`src/design/ctr_pkg.sv`:
```
`default_nettype none

package ctr_pkg;

    // Item formats
    localparam int ANGLE_FRAC_BITS  = 24;
    localparam int RESULT_FRAC_BITS = 30;
    localparam int ANGLE_W          = 32;
    localparam int RESULT_W         = 32;

    // Range reduction works with 40 fraction bits
    localparam int FIX_FRAC = 40;
    localparam int PI_W     = 42;
    localparam logic [PI_W-1:0] PI_Q40      = 42'h3243F6A8886;
    localparam logic [PI_W-1:0] HALF_PI_Q40 = 42'h1921FB54443;

    localparam int MAG_W    = ANGLE_W;
    localparam int ALIGN_SH = FIX_FRAC - ANGLE_FRAC_BITS;
    localparam int M40_W    = MAG_W + ALIGN_SH;

    // Estimate of |x|/pi: (mag * TURN_RECIP) >> RECIP_SH, low by at most one
    localparam int          RECIP_SH   = 32;
    localparam logic [63:0] TURN_RECIP = (64'd1 << (RECIP_SH + ALIGN_SH)) / 64'(PI_Q40);
    localparam int          RECIP_W    = $clog2(TURN_RECIP + 64'd1);
    localparam logic [63:0] Q_MAX      = (64'd1 << (MAG_W - 1 + ALIGN_SH)) / 64'(PI_Q40);
    localparam int          Q_W        = $clog2(Q_MAX + 64'd2);
    localparam int          QPROD_W    = MAG_W + RECIP_W;
    localparam int          QP_W       = Q_W + PI_W;
    localparam int          DIFF_W     = (M40_W > QP_W) ? M40_W : QP_W;
    localparam int          REM_W      = PI_W + 1;

    // Folded magnitude, 40 then 31 fraction bits
    localparam int FRAC_POLY = 31;
    localparam int A40_W     = PI_W - 1;
    localparam int RND_SH    = FIX_FRAC - FRAC_POLY;
    localparam int A31_W     = A40_W - RND_SH;

    // Polynomial
    localparam int SQ_W  = 2 * A31_W;
    localparam int X2_W  = 33;
    localparam int T_W   = 32;
    localparam int TP_W  = T_W + X2_W;
    localparam int V_W   = 32;
    localparam int ACC_W = 35;

    // Terms after x^2/2: divisor d = odd * 2^pow, odd part divided by reciprocal
    localparam int N_TERMS        = 3;
    localparam int TERM_POW_MAX   = 3;
    localparam int TERM_LOG_MAX   = 4;
    localparam int RECIP_BASE     = 32;
    localparam int TERM_RECIP_W   = 33;
    localparam int PS_W           = FRAC_POLY + TERM_POW_MAX + V_W;
    localparam int MR_W           = RECIP_BASE + TERM_LOG_MAX + T_W;
    localparam int TERM_DIV [N_TERMS] = '{12, 30, 56};
    localparam int TERM_POW [N_TERMS] = '{2, 1, 3};
    localparam int TERM_LOG [N_TERMS] = '{2, 4, 3};
    localparam logic [TERM_RECIP_W-1:0] TERM_RECIP [N_TERMS] = '{
        TERM_RECIP_W'(((64'd1 << 34) + 64'd2) / 64'd3),
        TERM_RECIP_W'(((64'd1 << 36) + 64'd14) / 64'd15),
        TERM_RECIP_W'(((64'd1 << 35) + 64'd6) / 64'd7)
    };
    // Subtract x^2/2 and x^6/720, add x^4/24; x^8/8! is added at the end
    localparam logic TERM_NEG [N_TERMS] = '{1'b1, 1'b0, 1'b1};

    localparam logic signed [ACC_W-1:0] ONE_Q31  = ACC_W'(64'd1 << FRAC_POLY);
    localparam int                      RES_SH   = FRAC_POLY - RESULT_FRAC_BITS;
    localparam logic signed [ACC_W-1:0] RES_HALF =
        (RES_SH > 0) ? ACC_W'(64'd1 << (RES_SH - 1)) : '0;
    localparam logic signed [ACC_W-1:0] RES_LIM  = ACC_W'(64'd1 << RESULT_FRAC_BITS);

    // Pipeline depths
    localparam int N_RED  = 6;
    localparam int N_POLY = 3 + 3 * N_TERMS + 3;

    typedef struct packed {
        logic             vld;
        logic             last;
        logic             flip;
        logic [A31_W-1:0] mag;
    } ctr_red_t;

    typedef struct packed {
        logic                       vld;
        logic                       last;
        logic signed [RESULT_W-1:0] cosine;
    } ctr_res_t;

endpackage

`default_nettype wire

```
`src/design/ctr_reduce.sv`:
```
`default_nettype none

module ctr_reduce
    import ctr_pkg::*;
(
    input  logic                      clk,
    input  logic                      rst_n,
    input  logic                      adv,
    input  logic                      in_vld,
    input  logic signed [ANGLE_W-1:0] angle,
    input  logic                      last_in,
    output ctr_red_t                  red
);

    logic [N_RED-1:0]   vld_reg;
    logic [N_RED-1:0]   last_reg;

    logic [MAG_W-1:0]   raw;
    logic [MAG_W-1:0]   mag_next;
    logic [MAG_W-1:0]   mag1_reg;
    logic [MAG_W-1:0]   mag2_reg;
    logic [MAG_W-1:0]   mag3_reg;
    logic [QPROD_W-1:0] qprod_next;
    logic [QPROD_W-1:0] qprod_reg;
    logic [Q_W-1:0]     qest;
    logic [QP_W-1:0]    qp_next;
    logic [QP_W-1:0]    qp_reg;
    logic               q0_reg;
    logic [DIFF_W-1:0]  diff;
    logic [REM_W-1:0]   rem0;
    logic [REM_W-1:0]   rem1;
    logic               ge_pi;
    logic [PI_W-1:0]    rem_next;
    logic [PI_W-1:0]    rem_reg;
    logic               odd_next;
    logic               odd_reg;
    logic [PI_W-1:0]    near;
    logic               above_half;
    logic               below_half;
    logic               use_near;
    logic               flip_next;
    logic [A40_W-1:0]   a40_next;
    logic [A40_W-1:0]   a40_reg;
    logic               flip5_reg;
    logic [A40_W-1:0]   a_sum;
    logic [A31_W-1:0]   a31_next;
    logic [A31_W-1:0]   a31_reg;
    logic               flip6_reg;

    always_comb
    begin
        // magnitude; the most negative angle gives 2^31 exactly
        raw      = angle;
        mag_next = raw[MAG_W-1] ? (~raw) + MAG_W'(1) : raw;

        qprod_next = QPROD_W'(mag1_reg) * QPROD_W'(TURN_RECIP[RECIP_W-1:0]);

        qest    = qprod_reg[RECIP_SH +: Q_W];
        qp_next = QP_W'(qest) * QP_W'(PI_Q40);

        // remainder by pi, one correction step for the low estimate
        diff     = DIFF_W'({mag3_reg, {ALIGN_SH{1'b0}}}) - DIFF_W'(qp_reg);
        rem0     = diff[REM_W-1:0];
        rem1     = rem0 - REM_W'(PI_Q40);
        ge_pi    = rem0 >= REM_W'(PI_Q40);
        rem_next = ge_pi ? rem1[PI_W-1:0] : rem0[PI_W-1:0];
        odd_next = q0_reg ^ ge_pi;

        // odd quotient: residue is rem - pi; fold beyond pi/2 in either case
        near       = PI_Q40 - rem_reg;
        above_half = rem_reg > HALF_PI_Q40;
        below_half = rem_reg < HALF_PI_Q40;
        flip_next  = odd_reg ? below_half : above_half;
        use_near   = odd_reg ? !below_half : above_half;
        a40_next   = use_near ? near[A40_W-1:0] : rem_reg[A40_W-1:0];

        a_sum    = a40_reg + A40_W'(64'd1 << (RND_SH - 1));
        a31_next = a_sum[RND_SH +: A31_W];
    end

    always_ff @(posedge clk or negedge rst_n)
    begin
        if (!rst_n)
        begin
            vld_reg <= '0;
        end
        else if (adv)
        begin
            vld_reg <= {vld_reg[N_RED-2:0], in_vld};
        end
    end

    always_ff @(posedge clk)
    begin
        if (adv)
        begin
            last_reg  <= {last_reg[N_RED-2:0], last_in};
            mag1_reg  <= mag_next;
            mag2_reg  <= mag1_reg;
            qprod_reg <= qprod_next;
            mag3_reg  <= mag2_reg;
            qp_reg    <= qp_next;
            q0_reg    <= qest[0];
            rem_reg   <= rem_next;
            odd_reg   <= odd_next;
            a40_reg   <= a40_next;
            flip5_reg <= flip_next;
            a31_reg   <= a31_next;
            flip6_reg <= flip5_reg;
        end
    end

    assign red.vld  = vld_reg[N_RED-1];
    assign red.last = last_reg[N_RED-1];
    assign red.flip = flip6_reg;
    assign red.mag  = a31_reg;

endmodule

`default_nettype wire

```
`config.mk`:
```
export PLATFORM = sky130hd
export DESIGN_NAME = ctr_reduce
export DESIGN_NICKNAME = d
export VERILOG_FILES = /design/src/design/ctr_pkg.sv /design/src/design/ctr_reduce.sv
export SDC_FILE = /design/constraint.sdc
export NUM_CORES = 1
export LEC_CHECK = 0
export BUFFER_PORTS_ARGS = -buffer_cell sky130_fd_sc_hd__buf_2
export CORE_MARGIN = 2
export CORE_UTILIZATION = 62
export CTS_CLUSTER_DIAMETER = 60
export DETAILED_ROUTE_END_ITERATION = 7
export PLACE_DENSITY = 0.8
export SLEW_MARGIN = 5
export SYNTH_ARGS = -nofsm -noshare
export SYNTH_HDL_FRONTEND = slang
export SYNTH_SLANG_ARGS = --single-unit
```
`constraint.sdc`:
```
create_clock -name clk -period 6.7 [get_ports clk]
set_input_delay 1.005 -clock clk [delete_from_list [all_inputs] [get_ports clk]]
set_output_delay 1.005 -clock clk [all_outputs]
set_load 0.01 [all_outputs]
```
==> results.md <==
* Initial core utilization at roughly 63%
* First-pass GRT wire length at roughly 60000 um
* Tcrit/Tclk final at between 80% and 90%
* Gr ovfl total at 0
* Vias in the first global route at approximately 13000
* Layout cells sized above 1 at under 10%
* Async set or reset register ratio after synthesis at 2.36%
* Detailed Route WL at 36400 um
* CP Capture Type: flip-flop
* Worst-path cell chain: nor3_1 -> nand3_1 -> o31ai_2 -> or2_1 -> xor2_1 -> nand2b_1 -> or4_1 -> or4_4 -> o211ai_2 -> o21ai_2 -> nand2_1 -> o21ai_0 -> xnor2_1
* Clk Latency, worst-skew pair at roughly 0.57 ns
* Synthesized flop and latch total at approximately 250
* Largest register FFs at 42
* Reg-to-Reg Start: qp_reg[4]$_DFFE_PP_
* CTS buffer count at 30
* Syn Nets at 2000
* TritonRoute pass-1 iters at 5
* Crit-path max cell delay at around 0.64 ns
* Clock skew at 0.0180 ns
* CTS Hold Bufs at 0
* Die H at 176 um
* Hold Crit Class: primary input to asynchronous set/reset pin
* Syn. warnings at 0
* Fillers at between 2000 and 2500
* Initial antenna violation count at 0
* Mean Syn Cell Area at about 11 sq um
* Largest net degree at the start of global routing at about 140
* Die X at between 150 and 200 um
* Iter 0 DRT Violations at 728
* Dominant synthesized flop cell: edfxtp_1
* TritonCTS clock tree: yes
* Tot GR Track Use at a little under a quarter
* Synth cell types at between 80 and 90
* Critical path required time at around 7 ns
* Via Count at ~12000
* Clock Sinks at ~250
* Area of the multi-input gates at ~9800 sq um
* Area growth syn-to-layout at 9.21%
* Max-slew violations at 0
* Worst-path fanout max at 25
* WL/cell at roughly 17 um
* FF-to-FF End: rem_reg[7]$_DFFE_PP_
* Max cap viols at 0
* Vias/cell at between 5 and 6
* IO buf count at 71
* Worst R2R Path Depth at 13
* DRC viols at 0
* EDFF count, synth at 248
* Hold Slack at 0.246 ns
* Startpoint types: flip-flop
* Setup slack at placement at around 1.3 ns
* Total I/O pin count at 72
* Core area at 28900 sq um
* Worst Path Arrival at 5.76 ns
* Seq. cell area at approximately 7600 sq um
* Setup TNS at 0 ns
* FF-to-FF setup slack at between 1 and 1.5 ns
* Setup Crit Path Kind: flip-flop to flip-flop
* Period minus WS final at about 5.5 ns
* Core Util, Final at 69.3%
* RSZ-0062 raised after global routing: no
* Fin worst setup slack at approximately 1.2 ns
* Setup Fix Bufs, Post-CTS at 0
* Remaining antenna violation count at 0
* Post-Syn Area at between 15000 and 20000 sq um
* Status: complete, no violations
* Critical-path top delay cell: nand2_1
* Final count of hold timing violations at 0
* Finish-stage setup viols at 0
* ANT cells at 0
* Slew @ Worst Pin at approximately 1.2 ns
* Max Freq at approximately 180 MHz
* Clock Tree Root: clkbuf_16
* Die ar. at about 31000 sq um
* # rows at 62
* Post-Synthesis Cells at about 1700
* Sequential fraction of the synthesis area at 41.4%
* Layout net count at between 2000 and 2500
* Clock slew at reported path FFs at ~0.06 ns
* Clock tree buffer depth at 3
* Worst relative slew slack at 23.0%
* Post-CTS sizing at 0
* Post-detail-place hpwl at between 20000 and 30000 um
* H-Tree Depth at 1
* Routability cong. at 0.922
[worst max-delay path: cells and delay by family (launching register included)]
| family | cells | cell delay, ns |
|---|---|---|
| simple gates | 7 | 3.14 |
| compound gates | 4 | 0.98 |
| xor+xnor | 2 | 0.55 |
| flops | 1 | 0.51 |
[synthesized netlist by cell type (4+ instances only)]
cell type | count | area [sq um]
edfxtp_1 | 248 | 7450
ha_1 | 228 | 2850
inv_1 | 225 | 845
xnor2_1 | 136 | 1190
nor2_1 | 96 | 360
nand2_1 | 91 | 342
xor2_1 | 74 | 648
a21oi_1 | 70 | 350
o21ai_0 | 56 | 280
fa_1 | 48 | 961
a21o_1 | 38 | 285
nand3_1 | 36 | 180
nand2b_1 | 26 | 163
nor3_1 | 25 | 125
a31oi_1 | 20 | 125
and3_1 | 17 | 106
clkbuf_1 | 17 | 63.8
nand4_1 | 17 | 106
or3_1 | 15 | 93.8
o211ai_1 | 11 | 82.6
o31ai_1 | 11 | 82.6
and2_1 | 10 | 62.6
nor2b_1 | 10 | 62.6
or4_1 | 9 | 67.6
o41ai_1 | 8 | 70.1
a211oi_1 | 7 | 52.6
mux2_2 | 7 | 78.8
and4_1 | 6 | 52.6
buf_2 | 6 | 30.0
dfrtp_1 | 6 | 150
nor3b_1 | 6 | 45.0
nor4_1 | 6 | 37.5
o21a_1 | 6 | 45.0
or2_2 | 6 | 37.5
nand4b_1 | 5 | 43.8
o21bai_1 | 5 | 37.5
a21boi_0 | 4 | 30.0
buf_4 | 4 | 30.0
nand3b_1 | 4 | 30.0
[worst max path at each step]
stage / start / endpoint / slack (ns) / cells after the start
global route: qp_reg[4]$_DFFE_PP_ / rem_reg[40]$_DFFE_PP_ / 0.84 / 13
finish: qp_reg[4]$_DFFE_PP_ / rem_reg[7]$_DFFE_PP_ / 1.25 / 13
floorplan: qprod_reg[34]$_DFFE_PP_ / qp_reg[42]$_DFFE_PP_ / 2.09 / 19
detailed placement: qp_reg[4]$_DFFE_PP_ / rem_reg[7]$_DFFE_PP_ / 1.27 / 13
global placement: qp_reg[4]$_DFFE_PP_ / rem_reg[7]$_DFFE_PP_ / 1.45 / 13
CTS: qp_reg[4]$_DFFE_PP_ / rem_reg[7]$_DFFE_PP_ / 1.25 / 13
[area by class of cell]
type / count / share of cell area (%)
Clock inverter: 14 / 0.687
Clock buffer: 42 / 4.22
Tap cell: 384 / 2.40
Inverter: 225 / 4.21
Timing Repair Buffer: 72 / 1.92
Sequential cell: 254 / 37.9
Multi-Input combinational cell: 1177 / 48.7
[cells by family after synthesis]
family	Yosys count	synth area share, %
AND/OR/NAND/NOR	397	11.1
buffers and inverters	256	5.48
multiplexers	10	0.593
adder cells (fa/ha/maj)	276	20.8
XOR/XNOR	212	10.2
AO/OA/AOI/OAI	282	10.5
flip-flops	254	41.4
[layer usage]
| metal | vias to the layer above | track usage (%) | wire length (um) |
|---|---|---|---|
| met1 | 5923 | 27.2 | 14400 |
| met3 | 91 | 2.71 | 1330 |
| li1 | 6117 | - | - |
| met4 | 0 | 10.3 | 1640 |
| met2 | 302 | 45.4 | 19000 |
| met5 | - | 0 | 0 |
[layout by cell type, fill, tap and decap left out, types with 8 or more instances in the layout]
master	Yosys	layout
a21o_1	38	38
a21oi_1	70	70
a31oi_1	20	20
and2_1	10	10
and3_1	17	17
buf_2	6	70
clkbuf_16	0	30
edfxtp_1	248	248
fa_1	48	48
ha_1	228	228
inv_1	225	225
nand2_1	91	91
nand2b_1	26	26
nand3_1	36	36
nand4_1	17	17
nor2_1	96	96
nor2b_1	10	9
nor3_1	25	25
o211ai_1	11	11
o21ai_0	56	56
o31ai_1	11	11
o41ai_1	8	8
or3_1	15	15
or4_1	9	9
xnor2_1	136	136
xor2_1	74	74
[metrics by stage]
stage | std cells | area (sq um)
after global placement | 2112 | 19100
after global routing | 2168 | 20000
after CTS | 2168 | 20000
after floorplan | 1687 | 18400
after detailed placement | 2112 | 19100
final | 2168 | 20000
Power is left out: the tool's default activity adds up to more than one toggle a clock period on the data nets, which glitch-free logic cannot reach.
