`src/design/ctr_pkg.sv`:
```
`default_nettype none

package ctr_pkg;

    // Item formats
    localparam int ANGLE_FRAC_BITS  = 24;
    localparam int RESULT_FRAC_BITS = 30;
    localparam int ANGLE_W          = 32;
    localparam int RESULT_W         = 32;

    // Range reduction works with 40 fraction bits
    localparam int FIX_FRAC = 40;
    localparam int PI_W     = 42;
    localparam logic [PI_W-1:0] PI_Q40      = 42'h3243F6A8886;
    localparam logic [PI_W-1:0] HALF_PI_Q40 = 42'h1921FB54443;

    localparam int MAG_W    = ANGLE_W;
    localparam int ALIGN_SH = FIX_FRAC - ANGLE_FRAC_BITS;
    localparam int M40_W    = MAG_W + ALIGN_SH;

    // Estimate of |x|/pi: (mag * TURN_RECIP) >> RECIP_SH, low by at most one
    localparam int          RECIP_SH   = 32;
    localparam logic [63:0] TURN_RECIP = (64'd1 << (RECIP_SH + ALIGN_SH)) / 64'(PI_Q40);
    localparam int          RECIP_W    = $clog2(TURN_RECIP + 64'd1);
    localparam logic [63:0] Q_MAX      = (64'd1 << (MAG_W - 1 + ALIGN_SH)) / 64'(PI_Q40);
    localparam int          Q_W        = $clog2(Q_MAX + 64'd2);
    localparam int          QPROD_W    = MAG_W + RECIP_W;
    localparam int          QP_W       = Q_W + PI_W;
    localparam int          DIFF_W     = (M40_W > QP_W) ? M40_W : QP_W;
    localparam int          REM_W      = PI_W + 1;

    // Folded magnitude, 40 then 31 fraction bits
    localparam int FRAC_POLY = 31;
    localparam int A40_W     = PI_W - 1;
    localparam int RND_SH    = FIX_FRAC - FRAC_POLY;
    localparam int A31_W     = A40_W - RND_SH;

    // Polynomial
    localparam int SQ_W  = 2 * A31_W;
    localparam int X2_W  = 33;
    localparam int T_W   = 32;
    localparam int TP_W  = T_W + X2_W;
    localparam int V_W   = 32;
    localparam int ACC_W = 35;

    // Terms after x^2/2: divisor d = odd * 2^pow, odd part divided by reciprocal
    localparam int N_TERMS        = 3;
    localparam int TERM_POW_MAX   = 3;
    localparam int TERM_LOG_MAX   = 4;
    localparam int RECIP_BASE     = 32;
    localparam int TERM_RECIP_W   = 33;
    localparam int PS_W           = FRAC_POLY + TERM_POW_MAX + V_W;
    localparam int MR_W           = RECIP_BASE + TERM_LOG_MAX + T_W;
    localparam int TERM_DIV [N_TERMS] = '{12, 30, 56};
    localparam int TERM_POW [N_TERMS] = '{2, 1, 3};
    localparam int TERM_LOG [N_TERMS] = '{2, 4, 3};
    localparam logic [TERM_RECIP_W-1:0] TERM_RECIP [N_TERMS] = '{
        TERM_RECIP_W'(((64'd1 << 34) + 64'd2) / 64'd3),
        TERM_RECIP_W'(((64'd1 << 36) + 64'd14) / 64'd15),
        TERM_RECIP_W'(((64'd1 << 35) + 64'd6) / 64'd7)
    };
    // Subtract x^2/2 and x^6/720, add x^4/24; x^8/8! is added at the end
    localparam logic TERM_NEG [N_TERMS] = '{1'b1, 1'b0, 1'b1};

    localparam logic signed [ACC_W-1:0] ONE_Q31  = ACC_W'(64'd1 << FRAC_POLY);
    localparam int                      RES_SH   = FRAC_POLY - RESULT_FRAC_BITS;
    localparam logic signed [ACC_W-1:0] RES_HALF =
        (RES_SH > 0) ? ACC_W'(64'd1 << (RES_SH - 1)) : '0;
    localparam logic signed [ACC_W-1:0] RES_LIM  = ACC_W'(64'd1 << RESULT_FRAC_BITS);

    // Pipeline depths
    localparam int N_RED  = 6;
    localparam int N_POLY = 3 + 3 * N_TERMS + 3;

    typedef struct packed {
        logic             vld;
        logic             last;
        logic             flip;
        logic [A31_W-1:0] mag;
    } ctr_red_t;

    typedef struct packed {
        logic                       vld;
        logic                       last;
        logic signed [RESULT_W-1:0] cosine;
    } ctr_res_t;

endpackage

`default_nettype wire

```
`src/design/ctr_skid.sv`:
```
`default_nettype none

module ctr_skid
    import ctr_pkg::*;
(
    input  logic                       clk,
    input  logic                       rst_n,
    input  ctr_res_t                   res,
    input  logic                       stall,
    output logic                       adv,
    output logic                       valid,
    output logic signed [RESULT_W-1:0] cosine,
    output logic                       last
);

    logic                       out_v_reg;
    logic                       out_v_next;
    logic signed [RESULT_W-1:0] out_cos_reg;
    logic                       out_last_reg;
    logic                       sk_v_reg;
    logic                       sk_v_next;
    logic signed [RESULT_W-1:0] sk_cos_reg;
    logic                       sk_last_reg;
    logic                       take;
    logic                       incoming;
    logic                       out_load;
    logic                       sk_load;

    always_comb
    begin
        take     = out_v_reg && !stall;
        // the pipeline only moves while the spare slot is free
        incoming = !sk_v_reg && res.vld;
        out_load = sk_v_reg ? take : (incoming && (!out_v_reg || take));
        sk_load  = incoming && out_v_reg && !take;

        if (out_load)
        begin
            out_v_next = 1'b1;
        end
        else if (take)
        begin
            out_v_next = 1'b0;
        end
        else
        begin
            out_v_next = out_v_reg;
        end

        sk_v_next = sk_v_reg ? !take : sk_load;
    end

    always_ff @(posedge clk or negedge rst_n)
    begin
        if (!rst_n)
        begin
            out_v_reg <= 1'b0;
            sk_v_reg  <= 1'b0;
        end
        else
        begin
            out_v_reg <= out_v_next;
            sk_v_reg  <= sk_v_next;
        end
    end

    always_ff @(posedge clk)
    begin
        if (out_load)
        begin
            out_cos_reg  <= sk_v_reg ? sk_cos_reg : res.cosine;
            out_last_reg <= sk_v_reg ? sk_last_reg : res.last;
        end
        if (sk_load)
        begin
            sk_cos_reg  <= res.cosine;
            sk_last_reg <= res.last;
        end
    end

    assign adv    = !sk_v_reg;
    assign valid  = out_v_reg;
    assign cosine = out_cos_reg;
    assign last   = out_last_reg;

endmodule

`default_nettype wire

```
`config.mk`:
```
export PLATFORM = sky130hd
export DESIGN_NAME = ctr_skid
export DESIGN_NICKNAME = d
export VERILOG_FILES = /design/src/design/ctr_pkg.sv /design/src/design/ctr_skid.sv
export SDC_FILE = /design/constraint.sdc
export NUM_CORES = 1
export LEC_CHECK = 0
export ABC_AREA = 1
export BUFFER_PORTS_ARGS = -buffer_cell sky130_fd_sc_hd__buf_2
export CORE_ASPECT_RATIO = 1.2
export CORE_MARGIN = 1
export CORE_UTILIZATION = 40
export CTS_BUF_LIST = sky130_fd_sc_hd__clkbuf_8
export DETAILED_ROUTE_END_ITERATION = 10
export PLACE_DENSITY = 0.7
export SYNTH_ARGS = -nofsm -noshare
export SYNTH_HDL_FRONTEND = slang
export SYNTH_SLANG_ARGS = --single-unit
export TNS_END_PERCENT = 20
```
`constraint.sdc`:
```
create_clock -name clk -period 2.4 [get_ports clk]
set_clock_uncertainty 0.05 [all_clocks]
set_input_delay 0.12 -clock clk [delete_from_list [all_inputs] [get_ports clk]]
set_output_delay 0.12 -clock clk [all_outputs]
set_load 0.01 [all_outputs]
```
==> tab_implementation.tex, run 1 <==
\begin{tabular}{lr}
\hline
Metric & Value \\
\hline
\multicolumn{2}{l}{\textbf{Global route}} \\
\quad Global-route total usage across every layer & 16.49\% \\
\quad Largest net degree at the start of global routing & 36 \\
\quad Vias in the first global route & 1671 \\
\quad Wire length of the first global-routing pass & 7721 microns \\
\quad Total overflow reported by the global router & 0 \\
\quad Initial antenna violation count & 0 \\
\multicolumn{2}{l}{\textbf{Setup path}} \\
\quad CP arrival & 1.71 ns \\
\quad Worst path slowest cell & dfrtp\_1 \\
\quad Gate family responsible for the most delay along the worst path & buffers and inverters \\
\quad Kind of launch point of the worst setup path & flop \\
\quad Critical setup path kind & flop to output port \\
\quad Worst endpoint required time & 2.23 ns \\
\quad Critical Path, Cell by Cell & buf\_4, inv\_2, buf\_2 \\
\quad Category of the worst setup path capture point & output port \\
\quad Number of buffer and inverter stages on the critical path & 3 \\
\quad CP peak stage delay & 0.46 ns \\
\quad Largest fanout on the critical path & 35 \\
\multicolumn{2}{l}{\textbf{Synth}} \\
\quad Arithmetic-cell share of the synthesized area counting full adders, half adders and majority gates & 0\% \\
\quad Area share of xor/xnor cells in the synthesized design & 0\% \\
\quad Proportion of synthesized chip area in sequential cells & 80.24\% \\
\quad Net count after synthesis & 228 \\
\quad Cell type with the highest aggregate area in the netlist & edfxtp\_1 \\
\quad Mean Syn Cell Area & 13.26 sq um \\
\quad Simple-gate area share of the yosys netlist & 16.55\% \\
\quad Post-synth cell types & 10 \\
\quad Number of register bits inferred by synthesis & 68 \\
\quad Share of the synthesized area in compound gates (AO/OA/AOI/OAI) & 0\% \\
\quad Synthesis warning total & 0 \\
\quad Multiplexer share of the synthesized area & 0\% \\
\quad Post-Syn Instances & 191 \\
\quad Post-synth top area share & 78.26\% \\
\quad Dominant combinational cell family by area after synthesis & simple AND/OR/NAND/NOR gates \\
\quad Ranking of synthesized cells by area & edfxtp\_1 78\%, nand2\_1 16\%, dfrtp\_1 2.0\%, buf\_6 1.8\%, inv\_1 0.59\% \\
\quad Synthesized cell area & 2532 sq um \\
\multicolumn{2}{l}{\textbf{Clock tree}} \\
\quad Clock tree from TritonCTS & yes \\
\quad Number of levels in the clock H-tree & 3 \\
\quad Number of buffers created by CTS & 9 \\
\quad CTS root buf & clkbuf\_8 \\
\quad Register clock-pin slew on the reported worst setup and hold paths & 0.06 ns \\
\quad Source-to-sink clock delay at the later pin of the worst-skew pair & 0.33 ns \\
\quad Total of hold buffers inserted after clock tree synthesis & 35 \\
\quad Buffer depth of the longest clock path & 2 \\
\quad TritonCTS sink count & 68 \\
\quad Number of post-CTS setup repair buffers & 0 \\
\quad Number of resized instances in the post-cts repair step & 0 \\
\multicolumn{2}{l}{\textbf{Cells and area}} \\
\quad Share of layout cells above drive strength 1 & 28.71\% \\
\quad Cell Count, Final, Fillers Out & 392 \\
\quad Final-stage net count & 342 \\
\quad \# diodes & 0 \\
\quad Finished layout cell area & 3540 sq um \\
\quad Filler cell count in the final layout & 517 \\
\quad Final design utilization & 58.13\% \\
\quad Synthesis-to-finish area growth & 39.77\% \\
\quad Most common cell after layout, fill and taps aside & nand2\_1 \\
\quad Commonest cells after routing, fill and taps aside & 108 x nand2\_1, 71 x buf\_2, 66 x edfxtp\_1 \\
\multicolumn{2}{l}{\textbf{Route}} \\
\quad Detailed-route wire length per cell & 12.20 microns \\
\quad Number of DRC violations after detailed-routing iteration 0 & 81 \\
\quad Number of detailed-routing iterations run before antenna repair & 4 \\
\quad Via-per-instance ratio & 4.431 \\
\quad Total length of routed wires & 4784 microns \\
\quad Residual DRC count & 0 \\
\quad Total via count after detailed routing & 1737 \\
\quad Antenna-violating nets left & 0 \\
\multicolumn{2}{l}{\textbf{Timing}} \\
\quad Number of setup violations in the final report & 0 \\
\quad Final Slew Violations & 0 \\
\quad Final cycle utilization of the critical path & 78.26\% \\
\quad Total negative slack & 0 ns \\
\quad Worst rel slew slack & 61.54\% \\
\quad Actual slew at the worst max-slew pin & 0.5760 ns \\
\quad Final critical delay including setup and external delays & 1.878 ns \\
\quad Unrepaired setup endpoints after global routing & no \\
\quad Final hold vios & 0 \\
\quad Max Freq & 532.4 MHz \\
\multicolumn{2}{l}{\textbf{Power and ir drop}} \\
\quad Largest vdd supply drop & 0.0003721 V \\
\quad Leakage power & 1.557 nW \\
\quad Power Dens Cells & 1051 nW/um\^{}2 \\
\multicolumn{2}{l}{\textbf{Place}} \\
\quad Cell count after placement & 341 \\
\quad Final weighted congestion in routability-driven placement & 0.6914 \\
\quad Total of buffers placed on input and output ports & 71 \\
\quad Post-place instance area & 2983 sq um \\
\quad Final HPWL DP & 3135 microns \\
\multicolumn{2}{l}{\textbf{Floorplanning}} \\
\quad Std-Cell Rows & 31 \\
\quad Std-Cell Core Area & 6090 sq um \\
\quad Top-level I/O count & 72 \\
\quad Overall die height & 89.16 microns \\
\quad Die extent in x & 74.64 microns \\
\quad Initial standard-cell utilization of the core & 41.59\% \\
\quad Die outline area & 6654 sq um \\
\multicolumn{2}{l}{\textbf{Job}} \\
\quad Max Cap Violations & 0 \\
\multicolumn{2}{l}{\textbf{Status}} \\
\quad Outcome & complete, no violations \\
\multicolumn{2}{l}{\textbf{Hold path}} \\
\quad Hold crit path type & input pin to async pin \\
\hline
\end{tabular}
[metal layers]
| layer | wire [microns] | track usage (%) | up-vias |
|---|---|---|---|
| met5 | 0 | 0 | - |
| met4 | 119 | 10.81 | 0 |
| met3 | 152 | 2.706 | 9 |
| met2 | 2478 | 27.52 | 57 |
| met1 | 2033 | 19.64 | 808 |
| li1 | - | - | 863 |
[worst paths after layout]
kind / start / end / slack [ns] / cells past startpoint
setup reg to reg: sk_v_reg$_DFF_PN0_ / cosine[22]$_DFFE_PP_ / 0.63 / 4
max in group asynchronous: rst_n / valid$_DFFE_PN0P_ / 2.13 / 2
hold reg to reg: sk_cos_reg[10]$_DFFE_PP_ / cosine[10]$_DFFE_PP_ / 0.47 / 2
hold / removal: rst_n / sk_v_reg$_DFF_PN0_ / 0.07 / 2
min in group clk: stall / valid$_DFFE_PN0P_ / 0.07 / 3
setup / recovery: sk_v_reg$_DFF_PN0_ / adv / 0.52 / 3
[cell type report]
type / instances / area (sq um) / area share, %
clock buffer: 12 / 165.2 / 4.666
clock inverter: 4 / 41.29 / 1.166
inverter: 5 / 18.77 / 0.5302
multi-input combinational: 111 / 419.2 / 11.84
sequential: 68 / 2032 / 57.41
tap: 82 / 102.6 / 2.899
timing repair buffer: 110 / 760.7 / 21.49
[synth_stat cells]
cell        n
nand2_1   108
edfxtp_1   66
buf_6       4
inv_1       4
buf_2       2
dfrtp_1     2
nand3_1     2
buf_4       1
inv_2       1
nor2_1      1
[per-stage QoR]
step	power (mW)	setup WS, ns	hold WS (ns)
6_report	3.721	0.5217	0.06566
5_1_grt	3.951	0.3724	0.06153
4_1_cts	3.760	0.4949	0.03582
3_5_place_dp	2.772	0.6347	-0.1329
3_3_place_gp	2.743	0.7215	-0.1373
2_1_floorplan	2.420	0.5396	-0.2256
[power by group]
| part | internal, mW | switching, mW |
|---|---|---|
| logic | 0.356 | 0.610 |
| registers | 1.72 | 0.0903 |
| clock network | 0.554 | 0.388 |
[worst reg2reg max path: cells and delay by family, from the launching register on]
family,cells,cell delay (ns)
simple gates,2,0.46
flops,1,0.46
buf+inv,2,0.50
[cell families after synthesis]
family	after synthesis
buffers and inverters	12
flip-flops	68
AND/OR/NAND/NOR	111
(Power assumes the default switching activity.)
==> inputs of run 2 (changes only) <==
==> constraint.sdc (replaced) <==
create_clock -name clk -period 1.9 [get_ports clk]
set_clock_uncertainty 0.05 [all_clocks]
set_input_delay 0.095 -clock clk [delete_from_list [all_inputs] [get_ports clk]]
set_output_delay 0.095 -clock clk [all_outputs]
set_load 0.01 [all_outputs]
==> tab_implementation.tex, run 2 (synthesis results as in run 1) <==
\begin{tabular}{lr}
\hline
Metric & Value \\
\hline
\multicolumn{2}{l}{\textbf{Status}} \\
\quad Outcome & complete, no violations (unchanged) \\
\multicolumn{2}{l}{\textbf{Timing}} \\
\quad Actual slew at the worst max-slew pin & 0.3406 ns (was 0.5760 ns) \\
\quad Final cycle utilization of the critical path & 84.89\% \\
\quad Final Slew Violations & 0 (unchanged) \\
\quad Number of setup violations in the final report & 0 (unchanged) \\
\quad Max Freq & 620.0 MHz \\
\quad Total negative slack & 0 ns (unchanged) \\
\quad Final critical delay including setup and external delays & 1.613 ns \\
\quad Unrepaired setup endpoints after global routing & no (unchanged) \\
\quad Final hold vios & 0 (unchanged) \\
\quad Worst-case setup margin in the final layout & 0.2872 ns (was 0.5217 ns) \\
\quad Worst hold slack & 0.04273 ns (was 0.06566 ns) \\
\quad Worst rel slew slack & 77.29\% (was 61.54\%) \\
\multicolumn{2}{l}{\textbf{Route}} \\
\quad Total via count after detailed routing & 1719 (was 1737) \\
\quad Antenna-violating nets left & 0 (unchanged) \\
\quad Via-per-instance ratio & 4.363 (was 4.431) \\
\quad Total length of routed wires & 4898 microns (was 4784 microns) \\
\quad Number of detailed-routing iterations run before antenna repair & 5 (was 4) \\
\quad Detailed-route wire length per cell & 12.43 microns (was 12.20 microns) \\
\quad Residual DRC count & 0 (unchanged) \\
\quad Number of DRC violations after detailed-routing iteration 0 & 122 (was 81) \\
\multicolumn{2}{l}{\textbf{Global route}} \\
\quad Wire length of the first global-routing pass & 7659 microns (was 7721 microns) \\
\quad Total overflow reported by the global router & 0 (unchanged) \\
\quad Initial antenna violation count & 0 (unchanged) \\
\quad Global-route total usage across every layer & 16.54\% (was 16.49\%) \\
\quad Vias in the first global route & 1600 (was 1671) \\
\quad Largest net degree at the start of global routing & 36 (unchanged) \\
\multicolumn{2}{l}{\textbf{Setup path}} \\
\quad Gate family responsible for the most delay along the worst path & buffers and inverters (unchanged) \\
\quad Source of the worst register-to-register timing path & sk\_v\_reg\$\_DFF\_PN0\_ (unchanged) \\
\quad CP peak stage delay & 0.41 ns (was 0.46 ns) \\
\quad Critical setup path kind & flop to output port (unchanged) \\
\quad Category of the worst setup path capture point & output port (unchanged) \\
\quad Critical Path, Cell by Cell & buf\_4, inv\_4, buf\_2 (was buf\_4, inv\_2, buf\_2) \\
\quad Flop-to-flop setup slack & 0.43 ns (was 0.63 ns) \\
\quad CP arrival & 1.47 ns (was 1.71 ns) \\
\quad Number of buffer and inverter stages on the critical path & 3 (unchanged) \\
\quad Kind of launch point of the worst setup path & flop (unchanged) \\
\quad Worst endpoint required time & 1.75 ns (was 2.23 ns) \\
\quad Largest fanout on the critical path & 35 (unchanged) \\
\quad Capture point of the worst reg-to-reg path & cosine[14]\$\_DFFE\_PP\_ (was cosine[22]\$\_DFFE\_PP\_) \\
\quad Worst r2r path cells & 4 (unchanged) \\
\quad Worst path slowest cell & dfrtp\_1 (unchanged) \\
\multicolumn{2}{l}{\textbf{Floorplanning}} \\
\quad Die outline area & 6654 sq um (unchanged) \\
\quad Top-level I/O count & 72 (unchanged) \\
\quad Initial standard-cell utilization of the core & 41.59\% (unchanged) \\
\quad Std-Cell Rows & 31 (unchanged) \\
\quad Die extent in x & 74.64 microns (unchanged) \\
\quad Overall die height & 89.16 microns (unchanged) \\
\quad Std-Cell Core Area & 6090 sq um (unchanged) \\
\multicolumn{2}{l}{\textbf{Clock tree}} \\
\quad Number of levels in the clock H-tree & 3 (unchanged) \\
\quad CTS root buf & clkbuf\_8 (unchanged) \\
\quad Source-to-sink clock delay at the later pin of the worst-skew pair & 0.33 ns (about the same) \\
\quad Number of buffers created by CTS & 9 (unchanged) \\
\quad Buffer depth of the longest clock path & 2 (unchanged) \\
\quad Clock tree from TritonCTS & yes (unchanged) \\
\quad Number of post-CTS setup repair buffers & 0 (unchanged) \\
\quad Register clock-pin slew on the reported worst setup and hold paths & 0.07 ns (was 0.06 ns) \\
\quad TritonCTS sink count & 68 (unchanged) \\
\multicolumn{2}{l}{\textbf{Place}} \\
\quad Final weighted congestion in routability-driven placement & 0.6766 (was 0.6914) \\
\quad Final HPWL DP & 3106 microns (was 3135 microns) \\
\quad Post-place instance area & 2973 sq um (was 2983 sq um) \\
\quad Cell count after placement & 343 (was 341) \\
\quad Total of buffers placed on input and output ports & 71 (unchanged) \\
\quad Placement-stage worst setup slack & 0.4196 ns (was 0.6347 ns) \\
\multicolumn{2}{l}{\textbf{Power and ir drop}} \\
\quad Pwr Total & 4.432 mW (was 3.721 mW) \\
\quad Leakage power & 1.539 nW (was 1.557 nW) \\
\quad Power Dens Cells & 1272 nW/um\^{}2 (was 1051 nW/um\^{}2) \\
\quad Largest vdd supply drop & 0.0006354 V (was 0.0003721 V) \\
\multicolumn{2}{l}{\textbf{Cells and area}} \\
\quad Finished layout cell area & 3485 sq um (was 3540 sq um) \\
\quad Filler cell count in the final layout & 528 (was 517) \\
\quad Final design utilization & 57.22\% (was 58.13\%) \\
\quad Multi-input gate area & 419.2 sq um (unchanged) \\
\quad Synthesis-to-finish area growth & 37.60\% (was 39.77\%) \\
\quad Final-stage net count & 345 (was 342) \\
\quad Share of layout cells above drive strength 1 & 28.53\% (was 28.71\%) \\
\quad Cell Count, Final, Fillers Out & 394 (was 392) \\
\quad Combined flip-flop and latch cell area & 2032 sq um (unchanged) \\
\quad Commonest cells after routing, fill and taps aside & 108 x nand2\_1, 71 x buf\_2, 66 x edfxtp\_1 (unchanged) \\
\quad Most common cell after layout, fill and taps aside & nand2\_1 (unchanged) \\
\quad \# diodes & 0 (unchanged) \\
\multicolumn{2}{l}{\textbf{Hold path}} \\
\quad Hold crit path type & input pin to async pin (unchanged) \\
\multicolumn{2}{l}{\textbf{Job}} \\
\quad Max Cap Violations & 0 (unchanged) \\
\hline
\end{tabular}
==> run 2: how the worst max path moves through the flow <==
stage / slack [ns] / depth (start not counted) / startpoint / to
final: 0.29 / 3 / sk_v_reg$_DFF_PN0_ / adv
after global routing: 0.18 / 3 / sk_v_reg$_DFF_PN0_ / adv
after CTS: 0.06 / 3 / sk_v_reg$_DFF_PN0_ / adv
after detailed placement: 0.42 / 4 / sk_v_reg$_DFF_PN0_ / cosine[26]$_DFFE_PP_
after global placement: 0.46 / 4 / sk_v_reg$_DFF_PN0_ / cosine[13]$_DFFE_PP_
after floorplan: 0.04 / 4 / sk_v_reg$_DFF_PN0_ / cosine[0]$_DFFE_PP_
==> run 2: layer usage <==
layer / track usage [%] / wire (microns)
met1: 21.28 / 2070
met2: 25.14 / 2480
met3: 4.059 / 239
met4: 10.29 / 108
met5: 0 / 0
==> run 2: where the power goes <==
part | switching, mW | internal, mW | total (mW)
Combinational | 0.779 | 0.437 | 1.22
Clock | 0.486 | 0.443 | 0.929
Sequential | 0.112 | 2.18 | 2.29
==> run 2: cell type report <==
type | instances | area share (%)
flip-flops and latches | 68 | 58.31
repair buffers | 113 | 21.83
multi-input cells | 111 | 12.03
clock buffers | 9 | 3.555
well taps | 82 | 2.944
clock inverters | 6 | 0.7181
inverters | 5 | 0.6104
==> run 2: repair_timing <==
item,4_1_cts,5_1_grt
setup endpoints to repair,0,1
gates resized for setup,0,2
hold buffers,36,0
hold endpoints to repair,59,0
